## src/rtl/bvh_nn_pkg.sv

```systemverilog
`timescale 1ns / 1ps
// ---------------------------------------------------------------------------
// bvh_nn_pkg : shared types and constants
// Sizes, action codes and scan-control states for the window neighbour search.
// ---------------------------------------------------------------------------
package bvh_nn_pkg;

  localparam int MAX_NODES         = 1024;
  localparam int WINDOW_RADIUS_DEF = 14;
  localparam int COORD_BITS        = 16;

  localparam int IDX_W   = $clog2(MAX_NODES);
  localparam int CNT_W   = IDX_W + 1;
  localparam int COST_W  = 2 * (COORD_BITS + 1);
  localparam int FIFO_DEPTH = 2;

  localparam logic ACT_LOAD  = 1'b0;
  localparam logic ACT_QUERY = 1'b1;

  typedef enum logic [2:0] {
    ST_IDLE,
    ST_CENTRE,
    ST_SCAN,
    ST_DRAIN,
    ST_BACK,
    ST_OUT
  } scan_state_t;

endpackage

```

## src/rtl/bvh_nn_engine.sv

```systemverilog
`timescale 1ns / 1ps
// ---------------------------------------------------------------------------
// bvh_nn_engine : window search sequencer
// Reads the centre box, then one candidate per cycle, costs each union in a
// two-stage pipe and keeps the minimum. Runs a second pass from the winner, if found.
// ---------------------------------------------------------------------------
module bvh_nn_engine
  import bvh_nn_pkg::*;
#(
  parameter int WINDOW_RADIUS = WINDOW_RADIUS_DEF
) (
  input  logic                    clk,
  input  logic                    rst_n,
  input  logic [CNT_W-1:0]        node_count,
  input  logic                    q_valid,
  output logic                    q_pop,
  input  logic [IDX_W-1:0]        q_index,
  output logic                    busy,
  output logic [IDX_W-1:0]        rd_addr,
  input  logic [6*COORD_BITS-1:0] rd_box,
  output logic                    res_valid,
  input  logic                    res_ready,
  output logic [IDX_W-1:0]        res_queried,
  output logic [IDX_W-1:0]        res_neighbor,
  output logic [COST_W-1:0]       res_cost,
  output logic                    res_merge
);

  localparam int EW = COORD_BITS + 1;
  localparam int PW = 2 * EW;

  scan_state_t st_r, st_nxt;
  logic              pass_r, pass_nxt;      // 0 forward, 1 back search
  logic [IDX_W-1:0]  qi_r, qi_nxt;          // original query
  logic [IDX_W-1:0]  ci_r, ci_nxt;          // centre of current pass
  logic [IDX_W+1:0]  j_r, j_nxt, hi_r, hi_nxt;
  logic [6*COORD_BITS-1:0] cbox_r;
  logic              cload;
  // pipe: s0 = read issued, s1 = box back and extents, s2 = cost
  logic              v1_r, v1_nxt, v2_r;
  logic [IDX_W-1:0]  j1_r, j1_nxt, j2_r, j3_r;
  logic [EW-1:0]     e_r [3];
  logic [PW-1:0]     p_r [3];
  logic              v3_r;
  logic              found_r, found_nxt;
  logic [IDX_W-1:0]  best_r, best_nxt;
  logic [COST_W-1:0] bcost_r, bcost_nxt;
  logic [COST_W-1:0] sum;
  logic [IDX_W-1:0]  nb_r, nb_nxt;
  logic [COST_W-1:0] ncost_r, ncost_nxt;
  logic              merge_r, merge_nxt;
  logic [CNT_W-1:0]  cnt;
  logic [IDX_W+1:0]  lo_w, hi_w;

  assign cnt = (node_count > CNT_W'(MAX_NODES)) ? CNT_W'(MAX_NODES) : node_count;

  // table reads still to come for the current query
  assign busy = !(st_r inside {ST_IDLE, ST_OUT});

  // window bounds for a centre c
  function automatic logic [IDX_W+1:0] win_lo(input logic [IDX_W-1:0] c);
    return ({2'b0, c} > (IDX_W+2)'(WINDOW_RADIUS)) ?
           {2'b0, c} - (IDX_W+2)'(WINDOW_RADIUS) : '0;
  endfunction
  function automatic logic [IDX_W+1:0] win_hi(input logic [IDX_W-1:0] c,
                                              input logic [CNT_W-1:0] n);
    logic [IDX_W+1:0] h;
    h = {2'b0, c} + (IDX_W+2)'(WINDOW_RADIUS + 1);
    return (h > (IDX_W+2)'(n)) ? (IDX_W+2)'(n) : h;
  endfunction

  // stage 1: union extents against the centre box
  always_ff @(posedge clk) begin
    for (int k = 0; k < 3; k++) begin
      logic signed [COORD_BITS-1:0] al, ah, bl, bh, l, h;
      al = cbox_r[k*COORD_BITS +: COORD_BITS];
      ah = cbox_r[(k+3)*COORD_BITS +: COORD_BITS];
      bl = rd_box[k*COORD_BITS +: COORD_BITS];
      bh = rd_box[(k+3)*COORD_BITS +: COORD_BITS];
      l  = (al < bl) ? al : bl;
      h  = (ah > bh) ? ah : bh;
      e_r[k] <= (h > l) ? EW'($signed({h[COORD_BITS-1], h}) -
                              $signed({l[COORD_BITS-1], l})) : '0;
    end
    j2_r <= j1_r;
    // stage 2: products
    for (int k = 0; k < 3; k++) p_r[k] <= e_r[k] * e_r[(k+1)%3];
    j3_r <= j2_r;
    if (cload) cbox_r <= rd_box;
  end

  assign sum = COST_W'(p_r[0]) + COST_W'(p_r[1]) + COST_W'(p_r[2]);

  always_ff @(posedge clk) begin
    if (!rst_n) begin
      st_r <= ST_IDLE; v1_r <= 1'b0; v2_r <= 1'b0; v3_r <= 1'b0;
    end else begin
      st_r <= st_nxt; v1_r <= v1_nxt; v2_r <= v1_r && !cload; v3_r <= v2_r;
    end
    pass_r <= pass_nxt; qi_r <= qi_nxt; ci_r <= ci_nxt; j_r <= j_nxt;
    hi_r <= hi_nxt; j1_r <= j1_nxt; found_r <= found_nxt; best_r <= best_nxt;
    bcost_r <= bcost_nxt; nb_r <= nb_nxt; ncost_r <= ncost_nxt;
    merge_r <= merge_nxt;
  end

  always_comb begin
    st_nxt = st_r; pass_nxt = pass_r; qi_nxt = qi_r; ci_nxt = ci_r;
    j_nxt = j_r; hi_nxt = hi_r; j1_nxt = j1_r; v1_nxt = 1'b0;
    found_nxt = found_r; best_nxt = best_r; bcost_nxt = bcost_r;
    nb_nxt = nb_r; ncost_nxt = ncost_r; merge_nxt = merge_r;
    q_pop = 1'b0; rd_addr = ci_r; cload = 1'b0;
    lo_w = win_lo(ci_r); hi_w = win_hi(ci_r, cnt);
    res_valid = 1'b0;
    // minimum tracking off the pipe end
    if (v3_r && (!found_r || sum < bcost_r)) begin
      found_nxt = 1'b1; bcost_nxt = sum; best_nxt = j3_r;
    end
    case (st_r)
      ST_IDLE: begin
        if (q_valid) begin
          q_pop = 1'b1; qi_nxt = q_index; ci_nxt = q_index; pass_nxt = 1'b0;
          rd_addr = q_index; v1_nxt = 1'b1; st_nxt = ST_CENTRE;
        end
      end
      ST_CENTRE: begin
        cload = 1'b1; found_nxt = 1'b0;
        j_nxt = lo_w; hi_nxt = hi_w; st_nxt = ST_SCAN;
      end
      ST_SCAN: begin
        if (j_r >= hi_r) begin
          st_nxt = ST_DRAIN;
        end else begin
          j_nxt = j_r + 1'b1;
          if (j_r[IDX_W-1:0] != ci_r) begin
            rd_addr = j_r[IDX_W-1:0]; j1_nxt = j_r[IDX_W-1:0]; v1_nxt = 1'b1;
          end
        end
      end
      ST_DRAIN: begin
        if (!v1_r && !v2_r && !v3_r) st_nxt = ST_BACK;
      end
      ST_BACK: begin
        if (!pass_r) begin
          if (!found_r) begin
            nb_nxt = qi_r; ncost_nxt = '0; merge_nxt = 1'b0; st_nxt = ST_OUT;
          end else begin
            nb_nxt = best_r; ncost_nxt = bcost_r; pass_nxt = 1'b1;
            ci_nxt = best_r; rd_addr = best_r; v1_nxt = 1'b1;
            st_nxt = ST_CENTRE;
          end
        end else begin
          merge_nxt = found_r && (best_r == qi_r) && (qi_r < nb_r);
          st_nxt = ST_OUT;
        end
      end
      ST_OUT: begin
        res_valid = 1'b1;
        if (res_ready) st_nxt = ST_IDLE;
      end
      default: st_nxt = ST_IDLE;
    endcase
  end

  assign res_queried  = qi_r;
  assign res_neighbor = nb_r;
  assign res_cost     = ncost_r;
  assign res_merge    = merge_r;

  a_merge_mutual: assert property (@(posedge clk) disable iff (!rst_n)
    (res_valid && res_merge) |-> (res_queried < res_neighbor))
    else $error("merge without ordered pair");
  a_empty_cost: assert property (@(posedge clk) disable iff (!rst_n)
    (res_valid && res_neighbor == res_queried) |-> (res_cost == '0 && !res_merge))
    else $error("self neighbour with cost");
  a_pipe_idle: assert property (@(posedge clk) disable iff (!rst_n)
    (st_r == ST_IDLE) |-> !v3_r) else $error("pipe busy while idle");

endmodule

```

## config.mk

```make
export PLATFORM = sky130hd
export DESIGN_NAME = bvh_nn_engine
export DESIGN_NICKNAME = d
export VERILOG_FILES = /design/src/rtl/bvh_nn_pkg.sv /design/src/rtl/bvh_nn_engine.sv
export SDC_FILE = /design/constraint.sdc
export NUM_CORES = 2
export LEC_CHECK = 0
export BUFFER_PORTS_ARGS = -buffer_cell sky130_fd_sc_hd__buf_2
export CAP_MARGIN = 40
export CORE_ASPECT_RATIO = 0.6
export CORE_MARGIN = 1.5
export CORE_UTILIZATION = 59
export CTS_CLUSTER_DIAMETER = 100
export DETAILED_ROUTE_END_ITERATION = 7
export PLACE_DENSITY = 0.81
export SETUP_SLACK_MARGIN = 0.15
export SLEW_MARGIN = 10
export SYNTH_ARGS = -nofsm -noshare
export SYNTH_HDL_FRONTEND = slang
export SYNTH_SLANG_ARGS = --single-unit
```

## constraint.sdc

```tcl
create_clock -name clk -period 6.8 [get_ports clk]
set_clock_uncertainty 0.2 [all_clocks]
set_input_delay 2.04 -clock clk [delete_from_list [all_inputs] [get_ports clk]]
set_output_delay 2.04 -clock clk [all_outputs]
set_load 0.02 [all_outputs]
```

[After elaboration in Yosys (flattened, before gate mapping)]
Memory sizes are Yosys's and may differ from the RTL's.
Cells that the tools add are included.
Storage, ports and cells
  memories kept: 2
  output and inout bits: 68
  bits in read-only memories: 0
  flip-flop bits (word level): 267
  input bits: 121
  memory bits (writable): 153
  word-level logic and storage cells: 130
  latch bits: 0
Memories
  p_r: words 3, width 34, read ports 3, clocked after memory_dff 0, wr ports 3, RTL line bvh_nn_engine.sv:43  | logic [PW-1:0] p_r [3];
  e_r: words 3, width 17, read ports 3, clocked after memory_dff 0, wr ports 3, RTL line bvh_nn_engine.sv:42  | logic [EW-1:0] e_r [3];
Cells by class
  equality and inequality tests: 13
  reduce and logical (&&, ||, !) cells: 24
  multiply operators: 3
  $add $sub $neg: 8
  shift-type cells: 0
  bitwise operators: 2
  muxes and demuxes: 43
  magnitude comparators: 15
  divide/modulo/power cells: 0
Operator list (number)
  multiplier 17 x 17 -> 34 bit: 3
  > comparator 16 bit: 6
  2-to-1 mux 16 bit: 6
  adder 34 bit: 2
  2-to-1 mux 10 bit: 6
  2-to-1 mux 17 bit: 3
  subtractor 16 x 16 -> 17 bit: 3
  < comparator 16 bit: 3
  < comparator 34 bit: 1
  one-hot mux 10 bit (3 select lines): 1
  2-to-1 mux 12 bit: 2
  one-hot mux 12 bit (2 select lines): 1
  2-to-1 mux 11 bit: 2
  one-hot mux 10 bit (2 select lines): 1
  2-to-1 mux 3 bit: 6
  one-hot mux 3 bit (6 select lines): 1
  adder 12 x 1 -> 12 bit (second input constant): 1
  >= comparator 12 bit: 1
  2-to-1 mux 1 bit: 12
  != test 2 bit (second input constant): 6
  adder 10 x 4 -> 11 bit (second input constant): 1
  > comparator 11 bit: 1
  > comparator 11 bit (second input constant): 1
  subtractor 10 x 4 -> 11 bit (second input constant): 1
  other kinds (18): 37

[Logic depth before layout (Yosys ltp)]
An unclocked memory read counts as a cell.
  depth after elaboration: 6
  mapped depth: 25

[Worst setup path after synthesis]
No wires, ideal clock.
  path type: flip-flop to flip-flop
  start: memory p_r[0][1] (netlist name)
  end: register bcost_r[0], enable pin
  stages on the path, launching flop included: 22
  clock period less this slack: 6614 ps
  data arrival time: 5954 ps
  slack: 186 ps
  path buffers: 0
  cells stage by stage: dfxtp_1 > fa_1 > ha_1 > inv_1 > fa_1 > nor2b_1 > o31a_1 > o2111ai_1 > a31oi_1 > o21ai_1 > a21oi_1 > a21boi_1 > mux2i_1 > nand3_1 > ha_1 > a21o_1 > a21o_1 > a21oi_1 > o21ai_0 > nand2_1 > nand2_1 > a21oi_1
RTL lines
  from (decl): RTL line bvh_nn_engine.sv:43
  to (signal assigned): RTL line bvh_nn_engine.sv:102  | bcost_r <= bcost_nxt; nb_r <= nb_nxt; ncost_r <= ncost_nxt;
  to (decl): RTL line bvh_nn_engine.sv:47  | logic [COST_W-1:0] bcost_r, bcost_nxt;

==> summary.txt <==
total area of multi-input combinational cells: 36,000 um^2
endpoint class of the critical path: flop
setup bufs post-CTS: 0
Max Root-Sink Buffers: 3
pin count of the biggest net entering global routing: 61
ratio of routed vias to standard cells: 5.64
starting density of the core: 59.8%
Final setup viols: 0
stages on the worst setup path: 20
count leader, synth: sky130_fd_sc_hd__inv_1
average detailed-routed wire length per instance: 19.1 um
unrepaired setup endpoints after global routing: true
most common library cells after synthesis: sky130_fd_sc_hd__inv_1, sky130_fd_sc_hd__fa_1, sky130_fd_sc_hd__nand2_1
slowest cell delay on critical path: 600 ps
worst slew margin relative to its limit: 36.7%
largest fanout on the critical path: 6
critical path arrival: 6690 ps
number of fillers in the final layout: 6,524
class of the most critical setup path: reg2reg
synthesized instance count: 5,363
final estimated routing congestion in global placement: 0.956
max cap viols: 0
worst skew pair latency: 610 ps
count of vias placed by the detailed router: 37,991
Netlist cell types: 88
Overflow after GRT: 0
CP Buf/Inv Count: 4
number of placement rows: 83
Min Hold Slack: 128 ps
overall die area: 88,900 um^2
GR Util All Layers: 29.5%
EDFF count, synth: 239
most frequently used flop master after synthesis: sky130_fd_sc_hd__edfxtp_1
Area growth syn-to-layout: 9.04%
worst hold path depth: 0
Syn Nets: 6,760
clock tree root driver cell: sky130_fd_sc_hd__clkbuf_16
number of flip-flops and latches in the synthesized netlist: 419
clock tree from TritonCTS: built
total wirelength of the detailed-routed design: 129,000 um
Buffers on Ports: 188
Crit path required time: 7070 ps
cell type group with the largest total delay on the critical path: adder cells
initial detailed-routing violation count: 3,402
cts-stage hold buffer count: 0
final net count: 6,950
Final ANT Viol Nets: 0
area taken by flip-flops and latches: 10,800 um^2
Horiz. Die Dim: 384 um
FMAX: 156 MHz
critical path, cell by cell: nand2_1, fa_1, inv_1, fa_1, fa_1, inv_1, fa_1, fa_1, fa_1, inv_1, ha_1, a21o_1, a221o_2, a31o_1, a22o_1, a31oi_1, a211o_2, o21ai_2, xnor2_1, buf_4
Yosys top cell area share: 27.6%
TritonRoute pass-1 iters: 6
Ys Warns: 0
remaining design rule violation count: 0
Final Hold Vio Count: 0
cell area after synthesis: 51,400 um^2
Sinks on Clock Net: 419
Clk pin slew, worst setup/hold paths: 60 ps
r2r worst-path depth: 20
worst hold path class: reg2reg
Pins Over Slew Limit: 0
via count of the first global-routing pass: 38,870
fraction of final layout cells with drive strength greater than 1: 10.1%
initial antenna violation count: 10
Min Clock Period, post-route: 6420 ps
H-tree level count: 2
post-route fraction of the period consumed by the critical path: 94.4%
result of the run: finished clean
area of the placeable core: 85,900 um^2
cell occurring most often along the worst timing path: sky130_fd_sc_hd__fa_1
Die Span Y: 232 um
largest area contributor in the netlist: sky130_fd_sc_hd__fa_1
Seq/Total Area, Yosys: 21.0%
type of element launching the critical path: flop
dpl hpwl: 104,000 um
Post-synth ARST share: 0%
CTS Buf Count: 41
syn avg cell area: 9.58 um^2
standard cell with the maximum stage delay on the critical path: sky130_fd_sc_hd__dfxtp_1
ranking of synthesized cells by area: sky130_fd_sc_hd__fa_1, sky130_fd_sc_hd__edfxtp_1, sky130_fd_sc_hd__ha_1
I/O pins: 189
global-route wire length before repair: 208,000 um
Worst Max-Slew Pin Slew: 940 ps
timing repair:
| action | 4_1_cts | 5_1_grt |
|---|---|---|
| gates cloned | 0 | 0 |
| pin swaps | 0 | 0 |
| endpoints found under the setup margin | 4 | 33 |
| resized for setup | 4 | 33 |
worst paths after layout:
path | from | slack, ps | end
hold / removal | j2_r[6]$_DFF_P_ | 130 | j3_r[6]$_DFF_P_
hold reg to reg | j2_r[6]$_DFF_P_ | 130 | j3_r[6]$_DFF_P_
setup reg to reg | e_r[0][42]$_SDFF_PP0_ | 380 | p_r[0][59]$_DFF_P_
setup / recovery | e_r[0][42]$_SDFF_PP0_ | 380 | p_r[0][59]$_DFF_P_
flip-flops by register name (all words and copies together) (netlist names), 11 cells and up:
name,flops
cbox_r,96
j_r,12
hi_r,11
e_r,51
p_r,102
bcost_r,34
res_cost,34
metrics by stage:
stage               TNS, ps  util [%]  cells  cell area [um^2]  worst slack (ps)
finish                    0      65.2   6737             56000               380
global route              0      65.2   6735             56000              38.9
CTS                       0      65.1   6731             55900               153
detailed placement    -38.4      63.4   6656             54500             -38.4
global placement          0      63.4   6653             54400               155
floorplan                 0         -   5363             51400               186
final cells by class:
type / count / share of cell area, %
inverters: 1032 / 6.92
repair buffers: 354 / 4.43
flip-flops and latches: 419 / 19.3
well taps: 1147 / 2.56
clock inverters: 21 / 0.464
multi-input cells: 3705 / 64.2
clock buffers: 54 / 2.13
diodes: 5 / 0.0223
worst register-to-register path, stage by stage, from the launching register on:
cell,delay (ps)
sky130_fd_sc_hd__dfxtp_1,600
sky130_fd_sc_hd__nand2_1,150
sky130_fd_sc_hd__fa_1,560
sky130_fd_sc_hd__inv_1,60
sky130_fd_sc_hd__fa_1,400
sky130_fd_sc_hd__fa_1,500
sky130_fd_sc_hd__inv_1,60
sky130_fd_sc_hd__fa_1,550
sky130_fd_sc_hd__fa_1,430
sky130_fd_sc_hd__fa_1,490
sky130_fd_sc_hd__inv_1,40
sky130_fd_sc_hd__ha_1,350
sky130_fd_sc_hd__a21o_1,200
sky130_fd_sc_hd__a221o_2,400
sky130_fd_sc_hd__a31o_1,240
sky130_fd_sc_hd__a22o_1,170
sky130_fd_sc_hd__a31oi_1,230
sky130_fd_sc_hd__a211o_2,230
sky130_fd_sc_hd__o21ai_2,110
sky130_fd_sc_hd__xnor2_1,160
sky130_fd_sc_hd__buf_4,170
layer usage:
layer | vias to the layer above | global-route usage, % | routed length (um)
li1 | 17427 | - | -
met2 | 1829 | 43.2 | 53000
met4 | 0 | 5.61 | 2050
met3 | 194 | 11.5 | 17900
met1 | 18541 | 41.6 | 55700
met5 | - | 0 | 0
logic make-up (layout without fill, tap and decap cells):
group	Yosys count	count (layout)	synth area share (%)
AOI/OAI and AO/OA	639	639	8.37
xor gates and xnor gates	191	191	3.26
adders and majority gates	1276	1276	41.4
buffers and inverters	1239	1461	9.13
DFF	419	419	21.0
muxes	140	140	2.89
other	0	5	0
and+or+nand+nor	1459	1459	13.9
layout by cell type (no fill, tap or decap), drive strengths merged, types with 35 or more instances in the layout:
| cell | n |
|---|---|
| edfxtp | 239 |
| nor2 | 179 |
| nand2 | 574 |
| mux2i | 71 |
| buf | 354 |
| xor2 | 59 |
| nand4 | 44 |
| dfxtp | 180 |
| inv | 1034 |
| a21o | 111 |
| nor3 | 44 |
| o21a | 35 |
| ha | 567 |
| fa | 709 |
| a21oi | 193 |
| nand3 | 49 |
| and2 | 433 |
| nor2b | 48 |
| mux2 | 69 |
| xnor2 | 132 |
| o21ai | 109 |
| clkbuf | 54 |
Power is not shown: default switching activity piles up to over one toggle a cycle in this logic, so the estimate is an artifact.
