### config.mk
export PLATFORM = sky130hd
export DESIGN_NAME = bvh_nn_out
export DESIGN_NICKNAME = d
export VERILOG_FILES = /design/src/rtl/bvh_nn_pkg.sv /design/src/rtl/bvh_nn_out.sv
export SDC_FILE = /design/constraint.sdc
export NUM_CORES = 1
export LEC_CHECK = 0
export BUFFER_PORTS_ARGS = -buffer_cell sky130_fd_sc_hd__buf_2
export CORE_MARGIN = 2
export CORE_UTILIZATION = 38
export CTS_BUF_LIST = sky130_fd_sc_hd__clkbuf_2
export CTS_CLUSTER_SIZE = 24
export DETAILED_ROUTE_END_ITERATION = 6
export PLACE_DENSITY = 0.73
export RECOVER_POWER = 25
export SYNTH_ARGS = -nofsm -noshare
export SYNTH_HDL_FRONTEND = slang
export SYNTH_SLANG_ARGS = --single-unit
### constraint.sdc
create_clock -name clk -period 1.41 [get_ports clk]
set_clock_uncertainty 0.15 [all_clocks]
set_input_delay 0.282 -clock clk [delete_from_list [all_inputs] [get_ports clk]]
set_output_delay 0.282 -clock clk [all_outputs]
set_load 0.01 [all_outputs]
### src/rtl/bvh_nn_pkg.sv
`timescale 1ns / 1ps
// ---------------------------------------------------------------------------
// bvh_nn_pkg : shared types and constants
// Sizes, action codes and scan-control states for the window neighbour search.
// ---------------------------------------------------------------------------
package bvh_nn_pkg;

  localparam int MAX_NODES         = 1024;
  localparam int WINDOW_RADIUS_DEF = 14;
  localparam int COORD_BITS        = 16;

  localparam int IDX_W   = $clog2(MAX_NODES);
  localparam int CNT_W   = IDX_W + 1;
  localparam int COST_W  = 2 * (COORD_BITS + 1);
  localparam int FIFO_DEPTH = 2;

  localparam logic ACT_LOAD  = 1'b0;
  localparam logic ACT_QUERY = 1'b1;

  typedef enum logic [2:0] {
    ST_IDLE,
    ST_CENTRE,
    ST_SCAN,
    ST_DRAIN,
    ST_BACK,
    ST_OUT
  } scan_state_t;

endpackage

### src/rtl/bvh_nn_out.sv
`timescale 1ns / 1ps
// ---------------------------------------------------------------------------
// bvh_nn_out : result register
// One-entry output register so the engine can return to idle early.
// ---------------------------------------------------------------------------
module bvh_nn_out
  import bvh_nn_pkg::*;
(
  input  logic              clk,
  input  logic              rst_n,
  input  logic              res_valid,
  output logic              res_ready,
  input  logic [IDX_W-1:0]  res_queried,
  input  logic [IDX_W-1:0]  res_neighbor,
  input  logic [COST_W-1:0] res_cost,
  input  logic              res_merge,
  output logic              out_tvalid,
  input  logic              out_tready,
  output logic [55:0]       out_tdata
);

  logic v_r;
  logic [55:0] d_r;

  assign res_ready  = !v_r || out_tready;
  assign out_tvalid = v_r;
  assign out_tdata  = d_r;

  always_ff @(posedge clk) begin
    if (!rst_n) v_r <= 1'b0;
    else if (res_ready) v_r <= res_valid;
    if (res_ready && res_valid)
      d_r <= {1'b0, res_merge, res_cost, res_neighbor, res_queried};
  end

endmodule

# Word level (Yosys, flattened, before mapping)
# Index checks and enable logic that the tools add are counted.
# classes
n_reduce_logical	3
# op_table
op	count
1-bit logical AND	1
1-bit logical NOT	1
1-bit logical OR	1
# totals
ff_bits	56
inputBits	59
out_inout_bits	58
wordCells	5

# Logic depth before layout (Yosys ltp)
# Gate-level depths: netlist of the first run.
# depth
ltp_word	3
depth_mapped	2
ltp_nobuf	2

# Least setup slack after synthesis of the first run
# No wires, ideal clock.
# synth_path
kind	flip-flop to flip-flop
from	register v_r (netlist: out_tvalid)
to	register d_r[0] (netlist: out_tdata[0]), enable pin
t_required_ns	0.886
path_slack_ns	-0.057
n_path_buf	0
synth_period_minus_slack_ns	1.467
arrival_ns	0.943
path_stages_with_launch	3
cell_sequence	dfxtp_1 -> nand2b_4 -> and2_4
# synth_between
elab_chain_len	3
# synth_lines
item	line_no	rtl
start: declaration	bvh_nn_out.sv:22	logic v_r;
start signal: assignment	bvh_nn_out.sv:31	else if (res_ready) v_r <= res_valid;
1-bit logical NOT	bvh_nn_out.sv:25	assign res_ready = !v_r || out_tready;
1-bit logical OR	bvh_nn_out.sv:25	
net res_ready	bvh_nn_out.sv:12	output logic res_ready,
1-bit logical AND	bvh_nn_out.sv:32	if (res_ready && res_valid)
end signal: assignment	bvh_nn_out.sv:33	d_r <= {1'b0, res_merge, res_cost, res_neighbor, res_queried};
end: declaration	bvh_nn_out.sv:23	logic [55:0] d_r;
# The timed path passes the listed nets, and every way through them passes these cells.
# A chain may end at the register's enable or synchronous reset.

# Worst setup path in the final report of the first run
# layout_path
from	register d_r[50] (netlist: out_tdata[50])
to	output port out_tdata[50]
# layout_rtl
item	line_no	rtl
end: declaration	bvh_nn_out.sv:19	output logic [55:0] out_tdata
# No word-level cell between the ends.

==> flow_summary_export.csv, run 1 <==
group,metric,value,unit
grt,grt_busiest_layer,"met2",
logic_synthesis,synthAdderAreaFrac,0,%
grt,grt_use_total,20.3,%
final_layout,area_growth,78.2,%
logic_synthesis,ys_ff_latch,56,
floorplanning,core-area,0.00435,sq mm
worst_setup_path,cp_num_buf_inv,1,
worst_setup_path,cp_max_fo,1,
logic_synthesis,syn-num-nets,121,
logic_synthesis,synth_compound_area_share,0.655,%
placement,port_buffers,115,
power,powerDensity,1010,mW/mm^2
power,leakage,1.32,nW
detailed_routing,drtIter0Drc,41,
logic_synthesis,synth_area,0.00172,sq mm
grt,met1_usage,21.0,%
clock_tree,cts_tree,"done",
placement,gp_congestion,0.654,
worst_setup_path,crit_family,"flip-flops",
detailed_routing,vias_per_cell,4.48,
logic_synthesis,synthArstFlopShare,0,%
logic_synthesis,ys_seq_area_share,97.2,%
final_layout,diodes,0,
worst_setup_path,cp_cell_sequence,"buf_2",
grt,grt_pass1_wl,7270,um
floorplanning,ios,117,
worst_setup_path,crit_path_end_kind,"output port",
final_layout,drive_gt1_share,52.7,%
timing,report.final.slew_viol_count,0,
logic_synthesis,synth.avg_cell_area,27.7,sq um
logic_synthesis,synth_top_area_share,96.0,%
timing,hold_slack,-0.00370,ns
timing,worst_slack,-0.134,ns
timing,post-route-min-period,1.54,ns
grt,overflow,0,
logic_synthesis,synth.distinct_cells,8,
logic_synthesis,synth_top_family_by_area,"simple AND/OR/NAND/NOR gates",
worst_setup_path,critical_path_class,"flop to output port",
logic_synthesis,yosysWarningCount,0,
job,cap_violations,0,
grt,grt.met2_usage,33.2,%
timing,setup_viol,57,
clock_tree,cts_inserted_buffers,5,
placement,dpl.hpwl,2710,um
run_status,status,"complete, but fails checks",
floorplanning,start_util,39.5,%
clock_tree,clkTransAtPathRegs,0.30,ns
logic_synthesis,yosys.area_share.simple,1.31,%
final_layout,fillers,269,
clock_tree,clock_latency,0.48,ns
timing,fin_crit_sh,109,%
timing,final.setup.tns,-4.29,ns
detailed_routing,drc,0,
floorplanning,dieArea,0.00508,sq mm
clock_tree,clkSinkCount,56,
detailed_routing,wl_per_cell,17.1,um
clock_tree,cts_root_buf,"clkbuf_2",
worst_setup_path,required,0.98,ns
worst_setup_path,max_stage_delay,0.47,ns
clock_tree,ctsHtreeMaxLevel,2,
timing,max_freq,0.648,GHz
detailed_routing,vias,1331,
logic_synthesis,synth_edf_count,55,
logic_synthesis,synth-xor-area-share,0,%
final_layout,multi_input_area,37.5,sq um
logic_synthesis,synthMuxAreaShare,0,%
grt,grt_max_degree,29,
final_layout,final_nets,303,
grt,grt_antenna_before_repair,0,
timing,finalHoldViolations,1,
logic_synthesis,dominantRegCellSynth,"edfxtp_1",
min_path,hold_class,"primary input to flop",
power,ir_drop,0.000697,V
detailed_routing,drt_wl_total,5080,um
detailed_routing,dr.pass1.iters,4,
floorplanning,die_x,71.3,um
grt,first_global_vias,1484,
run_status,violations,"hold timing, setup timing",
worst_setup_path,cp.arrival,1.11,ns
logic_synthesis,synthTopCellsByArea,"edfxtp_1 (96%), dfxtp_1 (1.2%), nand2b_4 (0.80%)",
timing,rsz0062_at_grt,"yes",
grt,met3_usage,10.8,%
logic_synthesis,synth.most_common_cell,"edfxtp_1",
worst_setup_path,cp-start-kind,"flop",
final_layout,seq_area,0.00167,sq mm
worst_setup_path,crit_slowest_cell,"edfxtp_1",
floorplanning,num_rows,24,
floorplanning,fp.dieH,71.3,um
detailed_routing,antenna_left,0,
logic_synthesis,syn_inst,62,
clock_tree,clk_path_buf_depth,2,
logic_synthesis,yosysTopAreaCell,"edfxtp_1",
==> layout make-up <==
| type | count | area share, % |
|---|---|---|
| clock inverter | 3 | 0.898 |
| clock buffer | 5 | 0.816 |
| sequential | 56 | 54.6 |
| multi-input combinational | 4 | 1.22 |
| timing repair buffer | 176 | 40.2 |
| inverter | 1 | 0.122 |
| tap | 52 | 2.12 |
==> state kept, by name, indices dropped and copies added (netlist names) <==
name,flops
out_tdata,55
out_tvalid,1
==> final timing paths <==
| kind | start | end | slack [ns] | cells after the start |
|---|---|---|---|---|
| max | out_tdata[50] | out_tdata[50] | -0.13 | 1 |
| min | out_tready | out_tvalid | -0.004 | 4 |
| max reg2reg | out_tvalid | out_tdata[2] | 0.05 | 4 |
| min reg2reg | out_tvalid | out_tvalid | 0.48 | 3 |
==> through the flow <==
stage,setup slack (ns),power (mW),instances,area [sq um],util [%]
floorplan,-0.0274,2.10,62,1720,-
global placement,0.120,2.28,230,2390,55.0
detailed placement,0.0963,2.30,230,2390,55.0
CTS,-0.117,3.06,295,3020,69.5
global route,-0.214,3.21,297,3070,70.4
finish,-0.134,3.09,297,3070,70.4
==> logic make-up after synthesis <==
| kind of cell | Yosys count |
|---|---|
| other | 1 |
| AO/OA/AOI/OAI | 1 |
| flip-flops | 56 |
| buffers and inverters | 2 |
| AND/OR/NAND/NOR | 2 |
==> cell usage in the layout (no fill, tap or decap) <==
cell	count
a21boi_2	1
and2_4	1
buf_12	2
buf_2	108
buf_4	1
buf_6	6
clkbuf_1	2
clkbuf_2	5
clkinv_4	1
clkinvlp_4	1
conb_1	1
dfxtp_2	1
dlygate4sd3_1	57
edfxtp_1	55
inv_1	1
inv_8	1
nand2b_4	1
==> metal layers <==
layer  share of wire (%)  up-vias  wire length [um]
met5                   0        -                 0
met4                 2.6        0               131
met3                  12       12               590
met2                  50       88              2540
met1                  36      628              1820
li1                    -      603                 -
==> where the power goes <==
group	total, mW	switching, mW	internal (mW)	leakage, nW
clock	0.678	0.540	0.139	0.0311
combinational	0.439	0.187	0.252	0.748
sequential	1.97	0.0290	1.94	0.541
total	3.09	0.756	2.33	1.32
==> what timing repair did <==
action,in CTS,in global routing
setup endpoints to repair,57,58
hold buffers,57,1
endpoints found under the hold margin,56,1
setup buffers,0,2
gates resized for setup,1,6
No activity file was read; power rests on OpenSTA's default activity.
==> run 2, diff against run 1 <==
- BUFFER_PORTS_ARGS: -buffer_cell sky130_fd_sc_hd__buf_2 -> -buffer_cell sky130_fd_sc_hd__buf_4
- CORE_ASPECT_RATIO: unset -> 1.5
- SLEW_MARGIN: unset -> 20
==> flow_summary_export.csv, run 2 (synthesized netlist as in run 1, its figures left out) <==
group,metric,value,unit
worst_setup_path,crit_path_end_kind,"output port",
final_layout,final_nets,303,
final_layout,final_cell_mix,"dlygate4sd3_1 (58), edfxtp_1 (55), buf_6 (49)",
detailed_routing,vias_per_cell,4.41,
final_layout,area_growth,105,%
worst_setup_path,cp_cell_sequence,"buf_6",
timing,hold_slack,0.341,ns
clock_tree,post_cts_buffers,0,
timing,setup_viol,47,
floorplanning,ios,117,
final_layout,seq_area,0.00168,sq mm
power,leakage,1.48,nW
placement,dpl.hpwl,2980,um
timing,fin_crit_sh,104,%
floorplanning,num_rows,30,
placement,dp_worst_setup_slack,0.103,ns
final_layout,post-route-util,79.7,%
final_layout,layoutNonFillerInstCount,293,
detailed_routing,drt_wl_total,4930,um
placement,port_buffers,115,
final_layout,diodes,0,
final_layout,fin_area,0.00353,sq mm
timing,final.setup.tns,-0.947,ns
grt,grt_pass1_wl,6780,um
floorplanning,core-area,0.00443,sq mm
timing,finalHoldViolations,0,
floorplanning,fp.dieH,86.4,um
floorplanning,start_util,38.8,%
clock_tree,clock_latency,0.41,ns
placement,placed_cell_area,0.00270,sq mm
worst_setup_path,cp-start-kind,"flop",
worst_setup_path,max_stage_delay,0.47,ns
worst_setup_path,cp_max_fo,1,
timing,max_freq,0.684,GHz
placement,dp.cells,227,
final_layout,fillers,241,
worst_setup_path,cp.arrival,1.03,ns
timing,rsz0062_at_grt,"yes",
power,powerDensity,938,mW/mm^2
worst_setup_path,critical_path_class,"flop to output port",
grt,overflow,0,
detailed_routing,antenna_left,0,
clock_tree,clkSinkCount,56,
worst_setup_path,crit_family,"flip-flops",
grt,grt_max_degree,23,
floorplanning,dieArea,0.00509,sq mm
job,cap_violations,0,
clock_tree,cts_inserted_buffers,5,
run_status,violations,"DRC, setup timing",
floorplanning,die_x,58.9,um
worst_setup_path,crit_slowest_cell,"edfxtp_1",
clock_tree,clkTransAtPathRegs,0.25,ns
worst_setup_path,required,0.98,ns
final_layout,final_common_cell,"dlygate4sd3_1",
detailed_routing,dr.pass1.iters,6,
clock_tree,clk_path_buf_depth,2,
clock_tree,cts_tree,"done",
timing,worst_slack,-0.0520,ns
detailed_routing,drc,6,
power,p_total,3.31,mW
final_layout,largest_reg_flops,55,
clock_tree,ctsHtreeMaxLevel,2,
min_path,hold_class,"primary input to flop",
timing,post-route-min-period,1.46,ns
final_layout,drive_gt1_share,53.1,%
detailed_routing,vias,1293,
grt,first_global_vias,1401,
timing,report.final.slew_viol_count,0,
grt,grt_use_total,19.1,%
worst_setup_path,cp_num_buf_inv,1,
detailed_routing,drtIter0Drc,32,
power,ir_drop,0.000689,V
detailed_routing,wl_per_cell,16.8,um
grt,grt_antenna_before_repair,0,
placement,gp_congestion,0.663,
run_status,status,"complete, but fails checks",
final_layout,multi_input_area,37.5,sq um
clock_tree,cts_root_buf,"clkbuf_2",
==> run 2: cell count changes in the layout (fill, tap and decap cells not counted), moves of 2 or more <==
cell      change
buf_2       -108
buf_4        +38
clkbuf_1      -2
buf_6        +43
clkbuf_4     +27
==> run 2: where the power goes <==
part	switching [mW]	internal [mW]	leakage, nW
Clock	0.445	0.305	0.0430
Combinational	0.190	0.382	0.900
Sequential	0.0454	1.94	0.541
==> run 2: worst register-to-register path, stage by stage, from the launching register on <==
cell and delay [ns]:
dfxtp_4 0.42, nand2b_4 0.06, dlygate4sd3_1 0.57, a21boi_2 0.13
==> run 2: timing repair <==
action                                 CTS  global route
endpoints found under the hold margin   56             0
pin swaps                                0             0
hold buffers                            58             0
setup endpoints to repair               56            57
resized for setup                       25            25
==> run 2: final cells by class <==
cell class	count	share of cell area, %
inverters	1	0.106
clock inverters	2	0.993
repair buffers	176	47.8
multi-input cells	4	1.06
clock buffers	6	0.851
flip-flops and latches	56	47.5
well taps	48	1.70
==> run 2: final timing paths <==
kind / from / endpoint / slack [ns] / depth (start not counted)
worst max-delay path: out_tdata[1] / out_tdata[1] / -0.05 / 1
worst min-delay path: out_tready / out_tdata[39] / 0.34 / 4
worst max register to register: out_tvalid / out_tvalid / 0.05 / 3
worst min register to register: out_tvalid / out_tdata[39] / 0.76 / 3
==> run 2: layer usage <==
| layer | up-vias | GRT usage (%) | share of wire (%) |
|---|---|---|---|
| li1 | 602 | - | - |
| met1 | 612 | 18.1 | 31 |
| met3 | 13 | 4.48 | 5.5 |
| met2 | 66 | 35.7 | 60 |
| met4 | 0 | 11.2 | 4.0 |
| met5 | - | 0 | 0 |
==> run 3, diff against run 2 <==
- ABC_AREA: unset -> 1
- BUFFER_PORTS_ARGS: -buffer_cell sky130_fd_sc_hd__buf_4 -> unset
- CORE_UTILIZATION: 38 -> 50
- DONT_BUFFER_PORTS: unset -> 1
- PLACE_DENSITY: 0.73 -> 0.64
==> flow_summary_export.csv, run 3 <==
group,metric,value,unit
final_layout,diodes,0,
detailed_routing,vias_per_cell,4.84,
timing,fin_crit_sh,95.2,%
grt,grt_antenna_before_repair,0,
final_layout,fillers,213,
floorplanning,core-area,0.00335,sq mm
clock_tree,clkSinkCount,56,
clock_tree,post_cts_buffers,0,
worst_setup_path,critical_path_class,"flop to output port",
logic_synthesis,yosys-top-cells-count,"edfxtp_1 (55), inv_1 (2)",
power,ir_drop,0.00105,V
logic_synthesis,synth_edf_count,55,
worst_setup_path,cp.arrival,0.91,ns
power,p_total,2.94,mW
min_path,hold_class,"primary input to flop",
logic_synthesis,syn-num-nets,123,
timing,report.final.slew_viol_count,0,
detailed_routing,wl_per_cell,17.5,um
floorplanning,fp.dieH,75.7,um
final_layout,final_nets,188,
logic_synthesis,yosysWarningCount,0,
logic_synthesis,yosysTopAreaCell,"edfxtp_1",
worst_setup_path,cp_max_fo,3,
placement,port_buffers,0,
detailed_routing,antenna_left,0,
floorplanning,num_rows,26,
final_layout,drive_gt1_share,10.0,%
clock_tree,clock_latency,0.40,ns
worst_setup_path,crit_slowest_cell,"dfxtp_4",
logic_synthesis,synth_area,0.00171,sq mm
job,cap_violations,0,
floorplanning,die_x,51.8,um
floorplanning,start_util,51.2,%
grt,first_global_vias,789,
timing,max_freq,0.745,GHz
logic_synthesis,synthArstFlopShare,0,%
placement,gp_congestion,0.599,
logic_synthesis,synth.most_common_cell,"edfxtp_1",
clock_tree,clkTransAtPathRegs,0.23,ns
final_layout,area_growth,43.1,%
logic_synthesis,synth.avg_cell_area,26.8,sq um
placement,dpl.hpwl,1870,um
worst_setup_path,cp_cell_sequence,"nand2_4",
floorplanning,dieArea,0.00392,sq mm
detailed_routing,dr.pass1.iters,4,
clock_tree,clk_path_buf_depth,2,
timing,rsz0062_at_grt,"yes",
worst_setup_path,max_stage_delay,0.44,ns
grt,grt_use_total,14.7,%
placement,dp_worst_setup_slack,0.156,ns
logic_synthesis,syn_inst,64,
grt,overflow,0,
clock_tree,cts_inserted_buffers,5,
worst_setup_path,cp-start-kind,"flop",
logic_synthesis,dominantRegCellSynth,"edfxtp_1",
timing,finalHoldViolations,0,
placement,placed_cell_area,0.00181,sq mm
logic_synthesis,synth.distinct_cells,9,
placement,dp.cells,107,
detailed_routing,drt_wl_total,3010,um
worst_setup_path,crit_path_end_kind,"output port",
final_layout,layoutNonFillerInstCount,172,
timing,setup_viol,0,
detailed_routing,drtIter0Drc,17,
floorplanning,ios,117,
clock_tree,ctsHtreeMaxLevel,2,
power,leakage,0.868,nW
grt,grt_max_degree,38,
grt,grt_pass1_wl,3810,um
detailed_routing,drc,0,
timing,post-route-min-period,1.34,ns
run_status,status,"finished, final reports clean",
timing,worst_slack,0.0670,ns
worst_setup_path,required,0.98,ns
clock_tree,cts_root_buf,"clkbuf_2",
final_layout,final_cell_mix,"dlygate4sd3_1 (57), edfxtp_1 (55), clkbuf_2 (5)",
timing,hold_slack,0.189,ns
logic_synthesis,synth_top_area_share,96.4,%
logic_synthesis,synthTopCellsByArea,"edfxtp_1 (96%), dfxtp_1 (1.2%), a21oi_2 (0.51%)",
final_layout,final_common_cell,"dlygate4sd3_1",
final_layout,fin_area,0.00245,sq mm
logic_synthesis,ys_seq_area_share,97.5,%
clock_tree,cts_tree,"done",
power,powerDensity,1200,mW/mm^2
detailed_routing,vias,833,
final_layout,largest_reg_flops,55,
logic_synthesis,ys_ff_latch,56,
worst_setup_path,cp_num_buf_inv,0,
worst_setup_path,reg2reg_slack,0.07,ns
worst_setup_path,crit_family,"flip-flops",
[run 3: changes by cell type after synthesis]
cell,previous run,this run
nand2b_4,1,0
a21boi_2,1,0
a21oi_1,0,1
a21oi_2,0,1
inv_2,0,1
nand2_2,0,1
inv_1,1,2
and2_4,1,0
[run 3: cell families (layout without fill, tap and decap cells)]
kind of cell | after synthesis | count (layout) | synth area share [%]
buffers and inverters | 4 | 70 | 1.10
AOI/OAI and AO/OA | 2 | 2 | 0.803
DFF | 56 | 56 | 97.5
and+or+nand+nor | 1 | 1 | 0.365
other | 1 | 1 | 0.219
[run 3: per-stage QoR]
step                utilization [%]  setup TNS [ns]
finish                         73.2               0
global route                   73.2         -0.0292
CTS                            73.0               0
detailed placement             54.1               0
global placement               54.1               0
floorplan                         -          -24.96
[run 3: area by class of cell]
cell class	count	area, sq um	area share [%]
Clock buffer	5	25.0	1.02
Clock inverter	3	37.5	1.53
Inverter	3	11.3	0.459
Multi-Input combinational cell	4	40.0	1.63
Sequential cell	56	1680	68.3
Tap cell	42	52.6	2.14
Timing Repair Buffer	59	611	24.9
[run 3: path summary, 6_finish.rpt]
check	startpoint	endpoint	cells after the start
min reg2reg	out_tvalid	out_tdata[20]	2
max	out_tvalid	res_ready	1
max reg2reg	out_tvalid	out_tvalid	3
min	res_valid	out_tdata[20]	3
[run 3: what timing repair did]
| item | CTS | global route |
|---|---|---|
| hold buffers | 57 | 0 |
| gates resized for setup | 1 | 1 |
| cloned | 0 | 0 |
| setup endpoints to repair | 1 | 1 |
| pin swaps | 0 | 1 |
| hold endpoints to repair | 56 | 0 |
[run 3: report_power, final]
group          internal [mW]  switching [mW]  total, mW
Clock                  0.289           0.420      0.709
Sequential              1.95          0.0869       2.03
Combinational          0.124          0.0705      0.195
[run 3: layer usage]
layer	up-vias	track usage (%)	share of wire [%]
met5	-	0	0
met4	0	8.77	2.0
met3	5	6.47	8.9
met2	63	25.2	56
met1	391	14.7	33
li1	374	-	-
